File: src/rtl/core/rdsm_pkg.sv
`default_nettype none

package rdsm_pkg;

	localparam int MAX_TOKENS = 32;
	localparam int NPOS       = MAX_TOKENS + 1;
	localparam int CNT_W      = $clog2(MAX_TOKENS + 1);
	localparam int IDX_W      = (MAX_TOKENS > 1) ? $clog2(MAX_TOKENS) : 1;
	localparam int LVLS       = $clog2(NPOS);

	localparam logic [7:0] STAR_BYTE = 8'h2A;
	localparam logic [7:0] DOT_BYTE  = 8'h2E;

	localparam int QDEPTH = 2;
	localparam int QPTR_W = 1;
	localparam int QCNT_W = 2;

	typedef enum logic [1:0] {
		OP_PATTERN = 2'd0,
		OP_TEXT    = 2'd1,
		OP_END     = 2'd2,
		OP_CLEAR   = 2'd3
	} op_t;

	typedef struct packed {
		logic [1:0] action;
		logic [7:0] data_byte;
	} in_item_t;

	typedef struct packed {
		logic matched;
		logic pattern_overflow;
	} out_item_t;

	typedef struct packed {
		op_t        op;
		logic [7:0] data_byte;
		logic       is_star;
	} cmd_t;

endpackage

`default_nettype wire

File: src/rtl/core/rdsm_front.sv
`default_nettype none

module rdsm_front (
	input  wire logic             clk,
	input  wire logic             arst_n,
	input  wire logic             push,
	output logic                  full,
	input  wire rdsm_pkg::in_item_t item,
	output logic                  cmd_valid,
	output rdsm_pkg::cmd_t        cmd,
	input  wire logic             cmd_take
);

	rdsm_pkg::cmd_t                     entry_q [rdsm_pkg::QDEPTH];
	logic [rdsm_pkg::QPTR_W-1:0]        wr_ptr_q;
	logic [rdsm_pkg::QPTR_W-1:0]        rd_ptr_q;
	logic [rdsm_pkg::QCNT_W-1:0]        cnt_q;
	rdsm_pkg::cmd_t                     classified;
	logic                               do_push;
	logic                               do_pop;

	// decode the action and flag a star byte once, ahead of the engine
	always_comb begin
		classified.op        = rdsm_pkg::op_t'(item.action);
		classified.data_byte = item.data_byte;
		classified.is_star   = (item.data_byte == rdsm_pkg::STAR_BYTE);
	end

	assign full      = (cnt_q == rdsm_pkg::QCNT_W'(rdsm_pkg::QDEPTH));
	assign cmd_valid = (cnt_q != '0);
	assign cmd       = entry_q[rd_ptr_q];
	assign do_push   = push & ~full;
	assign do_pop    = cmd_take & cmd_valid;

	always_ff @(posedge clk) begin
		if (do_push) begin
			entry_q[wr_ptr_q] <= classified;
		end
	end

	always_ff @(posedge clk or negedge arst_n) begin
		if (!arst_n) begin
			wr_ptr_q <= '0;
			rd_ptr_q <= '0;
			cnt_q    <= '0;
		end else begin
			if (do_push) begin
				wr_ptr_q <= wr_ptr_q + 1'b1;
			end
			if (do_pop) begin
				rd_ptr_q <= rd_ptr_q + 1'b1;
			end
			priority if (do_push && !do_pop) begin
				cnt_q <= cnt_q + 1'b1;
			end else if (do_pop && !do_push) begin
				cnt_q <= cnt_q - 1'b1;
			end
		end
	end

endmodule

`default_nettype wire

File: src/rtl/core/rdsm_engine.sv
`default_nettype none

module rdsm_engine (
	input  wire logic               clk,
	input  wire logic               arst_n,
	input  wire logic               cmd_valid,
	input  wire rdsm_pkg::cmd_t     cmd,
	output logic                    cmd_take,
	output logic                    res_push,
	output rdsm_pkg::out_item_t     res,
	input  wire logic               res_full
);

	logic [7:0]                          tok_byte_q [rdsm_pkg::MAX_TOKENS];
	logic [rdsm_pkg::MAX_TOKENS-1:0]     tok_star_q;
	logic [rdsm_pkg::CNT_W-1:0]          count_q;
	logic [rdsm_pkg::NPOS-1:0]           active_q;
	logic                                ovf_q;

	logic [rdsm_pkg::MAX_TOKENS-1:0]     live;
	logic [rdsm_pkg::MAX_TOKENS-1:0]     star_eff;
	logic [rdsm_pkg::MAX_TOKENS-1:0]     hit;
	logic [rdsm_pkg::MAX_TOKENS-1:0]     sel;
	logic [rdsm_pkg::NPOS-1:0]           cur;
	logic [rdsm_pkg::NPOS-1:0]           nxt;
	logic [rdsm_pkg::IDX_W-1:0]          last_idx;
	logic [rdsm_pkg::IDX_W-1:0]          new_idx;
	logic                                star_last;
	logic                                at_cap;

	// prefix scan: a set position leaks forward across each run of starred tokens
	function automatic logic [rdsm_pkg::NPOS-1:0] close_set(
		input logic [rdsm_pkg::NPOS-1:0]       s,
		input logic [rdsm_pkg::MAX_TOKENS-1:0] st
	);
		logic [rdsm_pkg::NPOS-1:0] g;
		logic [rdsm_pkg::NPOS-1:0] p;
		g = s;
		p = {st, 1'b0};
		for (int l = 0; l < rdsm_pkg::LVLS; l++) begin
			g = g | (p & (g << (1 << l)));
			p = p & (p << (1 << l));
		end
		return g;
	endfunction

	always_comb begin
		for (int i = 0; i < rdsm_pkg::MAX_TOKENS; i++) begin
			live[i] = (rdsm_pkg::CNT_W'(i) < count_q);
			hit[i]  = live[i] & ((tok_byte_q[i] == rdsm_pkg::DOT_BYTE) |
				(tok_byte_q[i] == cmd.data_byte));
		end
	end

	assign star_eff = tok_star_q & live;
	assign cur      = close_set(active_q, star_eff);
	assign sel      = cur[rdsm_pkg::MAX_TOKENS-1:0] & hit;
	assign nxt      = {1'b0, sel & star_eff} | {sel & ~star_eff, 1'b0};

	assign last_idx  = rdsm_pkg::IDX_W'(count_q - 1'b1);
	assign new_idx   = count_q[rdsm_pkg::IDX_W-1:0];
	assign at_cap    = (count_q >= rdsm_pkg::CNT_W'(rdsm_pkg::MAX_TOKENS));
	assign star_last = cmd.is_star && (count_q != '0) && !tok_star_q[last_idx];

	assign cmd_take = cmd_valid & ~res_full;
	assign res_push = cmd_take & (cmd.op == rdsm_pkg::OP_END);

	always_comb begin
		res.matched          = cur[count_q] & ~ovf_q;
		res.pattern_overflow = ovf_q;
	end

	always_ff @(posedge clk) begin
		if (cmd_take && cmd.op == rdsm_pkg::OP_PATTERN && !ovf_q) begin
			priority if (star_last) begin
				tok_star_q[last_idx] <= 1'b1;
			end else if (!at_cap) begin
				tok_byte_q[new_idx] <= cmd.data_byte;
				tok_star_q[new_idx] <= 1'b0;
			end
		end
	end

	always_ff @(posedge clk or negedge arst_n) begin
		if (!arst_n) begin
			count_q  <= '0;
			ovf_q    <= 1'b0;
			active_q <= rdsm_pkg::NPOS'(1);
		end else if (cmd_take) begin
			unique case (cmd.op)
				rdsm_pkg::OP_PATTERN: begin
					if (!ovf_q && !star_last) begin
						if (at_cap) begin
							ovf_q <= 1'b1;
						end else begin
							count_q <= count_q + 1'b1;
						end
					end
				end
				rdsm_pkg::OP_TEXT: begin
					active_q <= nxt;
				end
				rdsm_pkg::OP_END: begin
					active_q <= rdsm_pkg::NPOS'(1);
				end
				rdsm_pkg::OP_CLEAR: begin
					count_q  <= '0;
					ovf_q    <= 1'b0;
					active_q <= rdsm_pkg::NPOS'(1);
				end
				default: begin
					active_q <= active_q;
				end
			endcase
		end
	end

endmodule

`default_nettype wire

File: src/rtl/core/rdsm_result_q.sv
`default_nettype none

module rdsm_result_q (
	input  wire logic                clk,
	input  wire logic                arst_n,
	input  wire logic                wr_en,
	input  wire rdsm_pkg::out_item_t wr_data,
	output logic                     q_full,
	output logic                     empty,
	input  wire logic                pop,
	output rdsm_pkg::out_item_t      result
);

	rdsm_pkg::out_item_t                 entry_q [rdsm_pkg::QDEPTH];
	logic [rdsm_pkg::QPTR_W-1:0]         wr_ptr_q;
	logic [rdsm_pkg::QPTR_W-1:0]         rd_ptr_q;
	logic [rdsm_pkg::QCNT_W-1:0]         cnt_q;
	logic                                do_wr;
	logic                                do_rd;

	assign q_full = (cnt_q == rdsm_pkg::QCNT_W'(rdsm_pkg::QDEPTH));
	assign empty  = (cnt_q == '0);
	assign result = entry_q[rd_ptr_q];
	assign do_wr  = wr_en & ~q_full;
	assign do_rd  = pop & ~empty;

	always_ff @(posedge clk) begin
		if (do_wr) begin
			entry_q[wr_ptr_q] <= wr_data;
		end
	end

	always_ff @(posedge clk or negedge arst_n) begin
		if (!arst_n) begin
			wr_ptr_q <= '0;
			rd_ptr_q <= '0;
			cnt_q    <= '0;
		end else begin
			if (do_wr) begin
				wr_ptr_q <= wr_ptr_q + 1'b1;
			end
			if (do_rd) begin
				rd_ptr_q <= rd_ptr_q + 1'b1;
			end
			priority if (do_wr && !do_rd) begin
				cnt_q <= cnt_q + 1'b1;
			end else if (do_rd && !do_wr) begin
				cnt_q <= cnt_q - 1'b1;
			end
		end
	end

endmodule

`default_nettype wire

File: src/rtl/core/regex_dot_star_matcher_top.sv
// Whole-string matcher for patterns of literal bytes, '.' and 'x*'.
// Input queue: push an item while full is low. action 0 appends a pattern
// byte, 1 feeds a text byte, 2 ends the text, 3 clears the pattern.
// Output queue: while empty is low the oldest result (matched,
// pattern_overflow) is on result; pop takes it. Only an end-of-text item
// produces a result; the pattern is kept for the next text.
// Throughput: one item per cycle while the result queue is not full. Each
// text byte runs the whole NFA update, including the star closure (a
// six-level prefix scan over 33 positions), ahead of the active register.
// Path: an end-of-text item is written into the 2-entry input queue; the
// engine evaluates it combinationally at the head of that queue and writes
// its result into the 2-entry result queue, where it waits to be popped.
// When pop stays low the result queue fills, the engine holds, the input
// queue fills and full rises; nothing is dropped.
// Reset (arst_n low) empties both queues, clears the token count and the
// overflow flag and arms only the start position. The token store itself
// is not cleared; entries beyond the count are never used.
`default_nettype none

module regex_dot_star_matcher_top (
	input  wire logic                clk,
	input  wire logic                arst_n,
	input  wire logic                push,
	output logic                     full,
	input  wire rdsm_pkg::in_item_t  item,
	output logic                     empty,
	input  wire logic                pop,
	output rdsm_pkg::out_item_t      result
);

	rdsm_pkg::cmd_t      cmd;
	rdsm_pkg::out_item_t res;
	logic                cmd_valid;
	logic                cmd_take;
	logic                res_push;
	logic                res_full;

	rdsm_front u_front (
		.clk       (clk),
		.arst_n    (arst_n),
		.push      (push),
		.full      (full),
		.item      (item),
		.cmd_valid (cmd_valid),
		.cmd       (cmd),
		.cmd_take  (cmd_take)
	);

	rdsm_engine u_engine (
		.clk       (clk),
		.arst_n    (arst_n),
		.cmd_valid (cmd_valid),
		.cmd       (cmd),
		.cmd_take  (cmd_take),
		.res_push  (res_push),
		.res       (res),
		.res_full  (res_full)
	);

	rdsm_result_q u_result_q (
		.clk     (clk),
		.arst_n  (arst_n),
		.wr_en   (res_push),
		.wr_data (res),
		.q_full  (res_full),
		.empty   (empty),
		.pop     (pop),
		.result  (result)
	);

endmodule

`default_nettype wire

File: config.mk
export PLATFORM = sky130hd
export DESIGN_NAME = regex_dot_star_matcher_top
export DESIGN_NICKNAME = d
export VERILOG_FILES = /design/src/rtl/core/rdsm_pkg.sv /design/src/rtl/core/rdsm_front.sv /design/src/rtl/core/rdsm_engine.sv /design/src/rtl/core/rdsm_result_q.sv /design/src/rtl/core/regex_dot_star_matcher_top.sv
export SDC_FILE = /design/constraint.sdc
export NUM_CORES = 1
export LEC_CHECK = 0
export BUFFER_PORTS_ARGS = -buffer_cell sky130_fd_sc_hd__buf_2
export CORE_MARGIN = 4
export CORE_UTILIZATION = 45
export CTS_BUF_LIST = sky130_fd_sc_hd__clkbuf_16
export DETAILED_ROUTE_END_ITERATION = 7
export SLEW_MARGIN = 40
export SYNTH_ARGS = -nofsm -noshare
export SYNTH_HDL_FRONTEND = slang
export SYNTH_HIERARCHICAL = 1
export SYNTH_SLANG_ARGS = --single-unit
File: constraint.sdc
create_clock -name clk -period 5.5 [get_ports clk]
set_input_delay 1.65 -clock clk [delete_from_list [all_inputs] [get_ports clk]]
set_output_delay 1.65 -clock clk [all_outputs]
set_load 0.1 [all_outputs]
# [Yosys cells after proc, flatten, opt, wreduce, memory -nomap -nowiden]
# Memory sizes are Yosys's and may differ from the RTL's.
# Cells that the tools add are included.
[classes] n_addsub=10 n_mul=0 div=0 n_lt_le_gt_ge=38 eq_ne=74 shift=0 mux=29 bitwise_logic=101 n_reduce_logical=31
[ops] cell="33-bit bitwise AND" n=11
[ops] cell="8-bit by 6-bit equality test with 1-bit output (second input constant)" n=33
[ops] cell="8-bit equality test" n=32
[ops] cell="33-bit bitwise OR" n=6
[ops] cell="32-bit bitwise AND" n=5
[ops] cell="5-bit by 6-bit less-than comparator with 1-bit output (first input constant)" n=16
[ops] cell="33-bit one-hot mux with 2 select lines" n=1
[ops] cell="32-bit two-way mux" n=2
[ops] cell="32-bit NOT" n=2
[ops] cell="4-bit by 6-bit less-than comparator with 1-bit output (first input constant)" n=8
[ops] cell="1-bit bitwise AND" n=39
[ops] cell="32-bit by 33-bit bitwise OR with 33-bit output" n=1
[ops] cell="1-bit bitwise OR" n=32
[ops] cell="32-bit bitwise OR" n=1
[ops] cell="3-bit by 6-bit less-than comparator with 1-bit output (first input constant)" n=4
[ops] cell="1-bit two-way mux" n=14
[ops] cell="1-bit by 6-bit less-than comparator with 1-bit output (first input constant)" n=2
[ops] cell="2-bit by 6-bit less-than comparator with 1-bit output (first input constant)" n=2
[ops] cell="5-bit by 6-bit less-than comparator with 1-bit output (second input constant)" n=2
[ops] cell="6-bit two-way mux" n=2
[ops] cell="6-bit one-hot mux with 2 select lines" n=1
[ops] cell="1-bit logical AND" n=11
[ops] cell="1-bit demux with 5-bit select" n=2
[ops] cell="5-bit by 1-bit >= comparator with 1-bit output (second input constant)" n=2
[ops] cell="23 further kinds" n=52
[word_totals] regBits=80 latch_bits=0 mem_bits_rw=282 mem_bits_ro=0 in_bits=14 n_memories=3
[memory_table] memory="u_engine.tok_byte_q" depth=32 width=8 rd=32 rd_ports_with_merged_regs=0 wr=1 line="rdsm_engine.sv:14" rtl="logic [7:0] tok_byte_q [rdsm_pkg::MAX_TOKENS];"
[memory_table] memory="u_front.entry_q" depth=2 width=11 rd=1 rd_ports_with_merged_regs=0 wr=1 line="rdsm_front.sv:14" rtl="rdsm_pkg::cmd_t entry_q [rdsm_pkg::QDEPTH];"
[memory_table] memory="u_result_q.entry_q" depth=2 width=2 rd=1 rd_ports_with_merged_regs=0 wr=1 line="rdsm_result_q.sv:14" rtl="rdsm_pkg::out_item_t entry_q [rdsm_pkg::QDEPTH];"

# [Logic depth before layout (Yosys ltp)]
# Gate-level depths: netlist of run 1.
[depth] depth_word=18 ltp_mapped=17 mapped_depth_nobuf=13

# [Hierarchy]
# Netlist of run 1, hierarchy kept.
[by_module_without_submodules] module="rdsm_engine" instances=1 cells_each=1529 area_per_inst_um2=17636.9
[by_module_without_submodules] module="rdsm_front" instances=1 cells_each=56 area_per_inst_um2=1063.5
[by_module_without_submodules] module="rdsm_result_q" instances=1 cells_each=25 area_per_inst_um2=339.1

# [Least setup slack after synthesis of run 1]
# No wires, ideal clock.
[synth_timing] kind="reg-to-reg" start="register u_engine/count_q[1] (netlist bit)" end="register u_engine/tok_star_q[0] (netlist bit), enable pin" setup_time_ns=0.432 arrival_time_ns=4.561 setup_slack_ns=0.507 stages_incl_launch_ff=13 n_path_buf=4 synth_period_minus_slack_ns=4.993 cell_sequence="dfrtp_1 -> buf_2 -> buf_1 -> clkinv_1 -> ha_1 -> clkbuf_1 -> mux4_2 -> mux2i_1 -> mux2i_1 -> mux2i_1 -> nand3_1 -> clkbuf_1 -> a21oi_1"
[synth_via] elab_chain_cells=7 elab_cells_between_ends=10
[synth_rtl] element="from (decl)" line="rdsm_engine.sv:16" rtl="logic [rdsm_pkg::CNT_W-1:0] count_q;"
[synth_rtl] element="from (signal assigned)" line="rdsm_engine.sv:96" rtl="count_q <= count_q + 1'b1;"
[synth_rtl] element="5-bit by 1-bit subtractor with 5-bit output" line="rdsm_engine.sv:60" rtl="assign last_idx = rdsm_pkg::IDX_W'(count_q - 1'b1);"
[synth_rtl] element="1-bit binary-select mux with 5-bit select" line="rdsm_engine.sv:63" rtl="assign star_last = cmd.is_star && (count_q != '0) && !tok_star_q[last_idx];"
[synth_rtl] element="1-bit two-way mux (implied by the code)" line="rdsm_engine.sv:63"
[synth_rtl] element="1-bit zero test" line="rdsm_engine.sv:63"
[synth_rtl] element="1-bit logical AND" line="rdsm_engine.sv:63"
[synth_rtl] element="2-bit by 1-bit inequality test with 1-bit output (no source line) *"
[synth_rtl] element="2-bit AND reduction (no source line) *"
[synth_rtl] element="to (signal, indexed assignment)" line="rdsm_engine.sv:76" rtl="tok_star_q[last_idx] <= 1'b1;"
[synth_rtl] element="to (signal, indexed assignment)" line="rdsm_engine.sv:79" rtl="tok_star_q[new_idx] <= 1'b0;"
[synth_rtl] element="to (decl)" line="rdsm_engine.sv:15" rtl="logic [rdsm_pkg::MAX_TOKENS-1:0] tok_star_q;"
# Mark *: on every way between the ends. The rest lies on a longest branch, timed or not. The select of a mux whose other input is x is not followed.
# A chain may end at the register's enable or synchronous reset.

# [Worst setup path in the final report of run 1]
[layout_timing] start="register u_engine/count_q[0] (netlist bit)" end="memory u_engine.tok_byte_q[1][5], enable pin"
[layout_via] elab_chain_cells=8 elab_cells_between_ends=12
[layout_rtl] element="5-bit by 1-bit subtractor with 5-bit output" line="rdsm_engine.sv:60"
[layout_rtl] element="1-bit binary-select mux with 5-bit select" line="rdsm_engine.sv:63"
[layout_rtl] element="1-bit two-way mux (implied by the code)" line="rdsm_engine.sv:63"
[layout_rtl] element="1-bit zero test" line="rdsm_engine.sv:63"
[layout_rtl] element="1-bit logical AND" line="rdsm_engine.sv:63"
[layout_rtl] element="1-bit two-way mux" line="rdsm_engine.sv:75" rtl="priority if (star_last) begin"
[layout_rtl] element="1-bit two-way mux" line="rdsm_engine.sv:74" rtl="if (cmd_take && cmd.op == rdsm_pkg::OP_PATTERN && !ovf_q) begin"
[layout_rtl] element="1-bit two-way mux (implied by the code)" line="rdsm_engine.sv:78" rtl="tok_byte_q[new_idx] <= cmd.data_byte;"
[layout_rtl] element="to (decl)" line="rdsm_engine.sv:14"
# Parallel ways exist; a longest one is shown, timed or not. The select of a mux whose other input is x is not followed.

==> metrics, run 1 <==
Area Growth Syn to Fin=11.2%; post-cts sizing count=0; Detailed Place HPWL=between 30 and 40 mm; HP Class=flip-flop to flip-flop; GR Util All Layers=22.3%; hold_buf cts=0; final net count=approximately 1,600; syn_area_per_cell=about 12 um2; DRC viols=0; Post-CTS Setup Bufs=0; RSZ-0062 raised after global routing=false; multi-input logic area=7930 um2; Total Power=approximately 0.01 W; FF+latch area=about 11,000 um2; final hold vios=0; register area share after synthesis=~56%; r2r startpoint=u_engine/count_q[0]; largest net degree at the start of global routing=54; grt ovf=0; CP startpoint=u_engine/count_q[0]; first-pass iteration count of the detailed router=5; CTS tree=built; CP Max Fanout=12; TritonCTS Sinks=362; status=completed; initial antenna violation count=0; Slew Limit Fails=0; cts bufs inserted=a little over 40; ANT nets after route=0; critical path class=flip-flop to flip-flop; DRT iter0 DRCs=about 1,200; Max-slew headroom=46.3%; clk slew on worst S/H paths=0.06 ns; CTS Buffer Depth=3; maximum vdd ir drop=281 uV; P_leak=7.12 nW; core area=about 42,000 um2; num rows=75; Post-synth top flop=edfxtp_1; Starting Density=45.5%; DR vias=approximately 13,000; FILL cells=around 3,600; max cap viols=0; hold path start=u_result_q/wr_ptr_q; Worst Path Arrival=around 4.6 ns; synth unique cells=approximately 110; Post-synth EDFFs=~310; Slew @ Worst Pin=about 0.8 ns; Peak Freq=roughly 230 MHz; syn nets=between 1,500 and 2,000; Via density=a little under 6; Post-Syn Instances=1,610; vias in the first global route=13,000; Synth Warn #=6; FFs w/ async S/R, synth=13.3%; routability cong.=between 0.9 and 1; Layout Skew=between 0.015 and 0.02 ns; Setup-failing EPs final=0; H-tree levels=2; die width=214 um; cell area after synthesis=between 15,000 and 20,000 um2; DR WL/cell=~23 um; Startpoint Class=flip-flop; CP required=approximately 5.7 ns; clk_lat worst skew=roughly 0.57 ns; setup TNS=0 ns; crit end category=flip-flop; share of cells above drive strength 1=11.8%; minimum clock period=4.43 ns; IO Pins=18; Final period util=between 80% and 90%; port bufs=17; die area=roughly 46,000 um2; PD cells=about 470 nW/um2; Root Driver=clkbuf_16; Die H=~210 um; #FFs+latches synth=362; first-pass GRT wire length=approximately 80 mm; final WL=around 50 mm
## cell families (layout without fill, tap and decap cells)
family / count (synthesis) / count (layout) / share of synthesized area, %
AO/OA/AOI/OAI: 308 / 308 / 11.4
XOR/XNOR: 270 / 270 / 12.4
adder cells (fa/ha/maj): 7 / 7 / 0.460
buffers and inverters: 120 / 165 / 2.90
flip-flops: 362 / 362 / 55.8
multiplexers: 29 / 29 / 2.32
other: 0 / 2 / 0
AND/OR/NAND/NOR: 514 / 514 / 14.7
## power breakdown
| part | internal (W) | switching, W | total (W) |
|---|---|---|---|
| clock network | 0.00165 | 0.00110 | 0.00275 |
| registers | 0.00350 | 0.000262 | 0.00376 |
| logic | 0.00120 | 0.00227 | 0.00347 |
## registers in the layout, summed over array words and instances, names as in the netlist
signal               flops
u_engine/active_q       33
u_result_q/entry_q       4
u_engine/ovf_q           1
u_engine/tok_star_q     32
u_front/cnt_q            2
u_engine/tok_byte_q    256
u_engine/count_q         6
u_front/entry_q         22
u_result_q/wr_ptr_q      1
u_front/rd_ptr_q         1
u_result_q/rd_ptr_q      1
u_result_q/cnt_q         2
u_front/wr_ptr_q         1
## layer usage
metal / part of all wire [%] / GRT usage [%] / vias up / wire (um)
met5: 0 / 0 / - / 0
met4: 3.0 / 7.72 / 0 / 1520
met3: 6.4 / 3.86 / 94 / 3190
met2: 45 / 33.7 / 461 / 22400
met1: 46 / 32.8 / 6408 / 23000
li1: - / - / 6032 / -
## cells in the mapped netlist (all sizes together), types with 17 or more instances
master  instances  area share, %
nand4b         17           0.78
nor2b          23           0.76
nor2           96            1.9
inv            38           0.75
a21oi          70            1.9
dfrtp          47            6.2
nor4           54            1.8
nand2b         29           0.95
nand3          26           0.68
edfxtp        314             50
nor4b          17           0.86
xor2          127            5.8
nor3           18           0.55
o21ai          93            2.5
xnor2         143            6.6
nand2         127            2.6
nand4          55            1.8
buf            43            1.4
clkbuf         38           0.75
## worst paths after layout
check,endpoint,slack (ns),depth (start not counted)
min in group asynchronous,u_engine/active_q[18],1.24,2
max in group asynchronous,u_engine/count_q[5],3.74,2
max reg2reg,u_engine/tok_byte_q[1][5],1.07,14
min,u_result_q/wr_ptr_q,0.50,1
max,u_engine/tok_byte_q[1][5],1.07,14
min reg2reg,u_result_q/wr_ptr_q,0.50,1
## worst max-delay path, cell delays in order (launching register included)
cell and delay (ns):
dfrtp_1 0.37, inv_1 0.05, buf_4 0.19, ha_1 0.35, nand2b_1 0.17, nand2_1 0.34
mux2i_1 0.13, mux2i_1 0.17, mux2i_1 0.11, nand3_1 0.12, nor3b_1 0.49, buf_4 0.25
buf_4 0.12, nand2_1 0.46, nor2_1 0.72
## cell type report
| type | count | area share (%) |
|---|---|---|
| multi-input combinational | 1128 | 37.5 |
| sequential | 362 | 50.2 |
| inverter | 39 | 0.692 |
| clock inverter | 35 | 1.63 |
| tap | 539 | 3.19 |
| timing repair buffer | 50 | 1.92 |
| clock buffer | 41 | 4.85 |
| antenna | 2 | 0.0236 |
## stage by stage
stage               cells  setup slack, ns  area [um2]  hold WS (ns)  utilization (%)
floorplan            1610            0.507       19000         0.459                -
global placement     2115             1.19       19700         0.476             47.0
global route         2194            0.740       21200         0.519             50.6
detailed placement   2118             1.07       19800         0.487             47.2
finish               2196             1.07       21200         0.497             50.6
CTS                  2194             1.05       21100         0.499             50.5
## placed cells by master (no fill, tap or decap), types with 17 or more instances in the layout
| master | n |
|---|---|
| nand3_1 | 26 |
| dfrtp_1 | 46 |
| nand2_1 | 122 |
| nand4b_1 | 17 |
| buf_4 | 27 |
| nand2b_1 | 29 |
| nor4_1 | 52 |
| nor2_1 | 91 |
| a21oi_1 | 66 |
| o21ai_0 | 85 |
| nor2b_1 | 23 |
| xnor2_1 | 143 |
| clkbuf_16 | 41 |
| edfxtp_1 | 314 |
| xor2_1 | 127 |
| nand4_1 | 55 |
| buf_2 | 17 |
| inv_1 | 42 |
Power figures use the tool's default switching activity.
==> run 2: changes to the inputs <==
==> constraint.sdc (replaced) <==
create_clock -name clk -period 3.99 [get_ports clk]
set_input_delay 1.197 -clock clk [delete_from_list [all_inputs] [get_ports clk]]
set_output_delay 1.197 -clock clk [all_outputs]
set_load 0.1 [all_outputs]
==> run 2 against run 1 <==
Effect of this change:
- non-clock buffer count increased by 66
- global-route usage decreased by 0.15 points
- routed wire length grew 0.62%
- via count is 2.2% higher
- sequential share of layout area down 0.67 points
- worst setup slack worse by 0.92 ns
- first-iteration DRC count is 2.9% higher
- sequential cell count is the same
- critical path type unchanged
- largest cell class unchanged
==> metrics, run 2 (synthesized netlist as in run 1, its figures left out) <==
status=completed; Final period util=96.4% (+16 points); final net count=1,708 (+4.0%); final WL=50.4 mm (+0.62%); r2r startpoint=u_engine/count_q[0]; Slew Limit Fails=0 (unchanged); P_leak=7.41 nW (+3.9%); Seq pwr share=38.4% (+0.7 points); cts bufs inserted=40 (-2.4%); ANT nets after route=0 (unchanged); diode count=0 (-2); die width=214 um (unchanged); Detailed Place HPWL=35.2 mm (+6.6%); Biggest register=u_engine/tok_byte_q; max cap viols=0 (unchanged); Slew @ Worst Pin=0.844 ns (+0.0407 ns); CP Max Fanout=32 (+20); hold path start=u_front/cnt_q[1]; RSZ-0062 raised after global routing=false; WP buf/inv=1 (-3); minimum clock period=3.85 ns (-0.587 ns); setup TNS=0 ns (unchanged); routability cong.=0.961 (+2.7%); Startpoint Class=flip-flop; commonest non-fill, non-tap cell in the layout=edfxtp_1; worst-path cell chain=buf_12 -> ha_2 -> or3_1 -> o21ai_4 -> a2111oi_4 -> a211oi_4 -> o211ai_2 -> a41oi_2 -> o41ai_2 -> a22oi_1 -> a311o_1 -> a211oi_1 -> o211a_1; Max-slew headroom=43.5% (-2.8 points); die area=45,700 um2 (unchanged); Critical Path Stages=13 (-1); final hold vios=0 (unchanged); placed insts=2,184 (+3.1%); maximum vdd ir drop=332 uV (+18%); max reg flops=256 (unchanged); hold_buf cts=0 (unchanged); Combinational Power Share=36.1% (+1.3 points); CTS tree=built; CP required=4.41 ns (-1.28 ns); num rows=75 (unchanged); core area=41,900 um2 (unchanged); HP Class=flip-flop to flip-flop; vias in the first global route=13,000 (-0.15%); clk_lat worst skew=0.57 ns (about the same); first-pass GRT wire length=77.6 mm (-0.28%); met2 Usage GRT=33.8% (+0.13 points); initial antenna violation count=0 (unchanged); gr busiest metal=met2; net load switching power=0.00497 W (+37%); DR vias=13,300 (+2.2%); DR WL/cell=22.3 um (-2.1%); highest-count cells in the layout ignoring fill and taps=edfxtp_1 (314), xnor2_1 (143), xor2_1 (127); crit end category=flip-flop; Area Growth Syn to Fin=12.7%; Finished Core Util=51.3% (+0.69 points); GR Util All Layers=22.1% (-0.15 points); IO Pins=18 (unchanged); Layout Skew=0.0221 ns (+0.00321 ns); largest registers=u_engine/tok_byte_q: 256 flops, u_engine/active_q: 33 flops, u_engine/tok_star_q: 32 flops; Via density=5.88 (-0.64%); H-tree levels=2 (unchanged); clk slew on worst S/H paths=0.07 ns (about the same); CTS Buffer Depth=3 (unchanged); TritonCTS Sinks=362 (unchanged); clock share of power=25.4% (-2.2 points); share of cells above drive strength 1=14.4% (+2.6 points); Worst Reg-to-Reg Cells=13 (-1); Worst R2R End=u_result_q/entry_q[0][1]; routing usage on met1=32.6% (-0.22 points); switching part of the total=36.9% (+0.50 points); PD cells=628 nW/um2 (+33%); Starting Density=45.5% (unchanged); Peak Freq=260 MHz (+15%); Setup-failing EPs final=0 (unchanged); Int Pwr=0.00851 W (+34%); Hold Crit Depth=1 (unchanged); worst hold endpoint=u_front/cnt_q[1]; R2R Setup Slk=0.14 ns (-0.92 ns); CP max stage cell=a2111oi_4; Final Non-Filler Cells=2,258 (+2.8%); DRT iter0 DRCs=1,271 (+2.9%); grt met3 use=3.85% (-0.015 points); Crit path largest cell delay=0.42 ns (-0.30 ns); largest net degree at the start of global routing=54 (unchanged); Die H=214 um (unchanged); Worst Path Arrival=4.27 ns (-0.35 ns); critical path class=flip-flop to flip-flop; DRC viols=0 (unchanged); Root Driver=clkbuf_16; critical path's top delay family=compound AO/OA/AOI/OAI gates; first-pass iteration count of the detailed router=5 (unchanged); port bufs=17 (unchanged); grt ovf=0 (unchanged)
run 2: changes by cell type in the layout (fill, tap and decap cells not counted), moves of 2 or more:
cell	change
clkinvlp_4	-4
nand2_1	+2
buf_8	-2
buf_4	+69
nand2_2	-2
bufinv_16	-4
clkinv_2	-2
diode_2	-2
inv_1	+8
run 2: how the worst max path moves through the flow:
stage | start | end | slack (ns)
floorplan | u_engine/count_q[1] | u_engine/tok_star_q[0] | 0.02
global placement | u_engine/count_q[3] | u_result_q/entry_q[0][1] | 0.16
detailed placement | u_engine/count_q[0] | u_result_q/entry_q[0][1] | 0.08
CTS | u_engine/count_q[0] | u_result_q/entry_q[0][1] | 0.06
global route | u_engine/count_q[0] | u_result_q/entry_q[1][1] | 0.008
finish | u_engine/count_q[0] | u_result_q/entry_q[0][1] | 0.14
run 2: metal layers:
metal / part of all wire, % / vias up
met5: 0 / -
met1: 45 / 6588
met3: 7.0 / 88
li1: - / 6144
met2: 45 / 457
met4: 2.8 / 0
run 2: power by group through the flow:
stage / Combinational, W / Clock (W) / Sequential (W)
floorplan: 0.00334 / 0 / 0.00505
global placement: 0.00480 / 0 / 0.00523
detailed placement: 0.00486 / 0 / 0.00523
CTS: 0.00487 / 0.00352 / 0.00516
global route: 0.00526 / 0.00369 / 0.00520
finish: 0.00486 / 0.00343 / 0.00518
run 2: repair_timing:
| item | 4_1_cts | 5_1_grt |
|---|---|---|
| setup endpoints to repair | 0 | 2 |
| gates resized for setup | 0 | 1 |
| setup buffers | 0 | 0 |
run 2: layout make-up:
| cell class | count | area, um2 |
|---|---|---|
| multi-input cells | 1128 | 7910 |
| repair buffers | 116 | 866 |
| clock buffers | 40 | 1000 |
| fillers | 3700 | 20400 |
| clock inverters | 34 | 225 |
| inverters | 39 | 146 |
| well taps | 539 | 674 |
| flip-flops and latches | 362 | 10600 |
run 2: metrics by stage:
step                hold slack [ns]  worst slack, ns  cell area (um2)  total power, W
floorplan                     0.459           0.0179            19100         0.00839
global placement              0.476            0.165            20200          0.0100
global route                  0.519          0.00773            21500          0.0142
finish                        0.491            0.144            21500          0.0135
CTS                           0.499           0.0614            21400          0.0135
detailed placement            0.488           0.0819            20200          0.0101
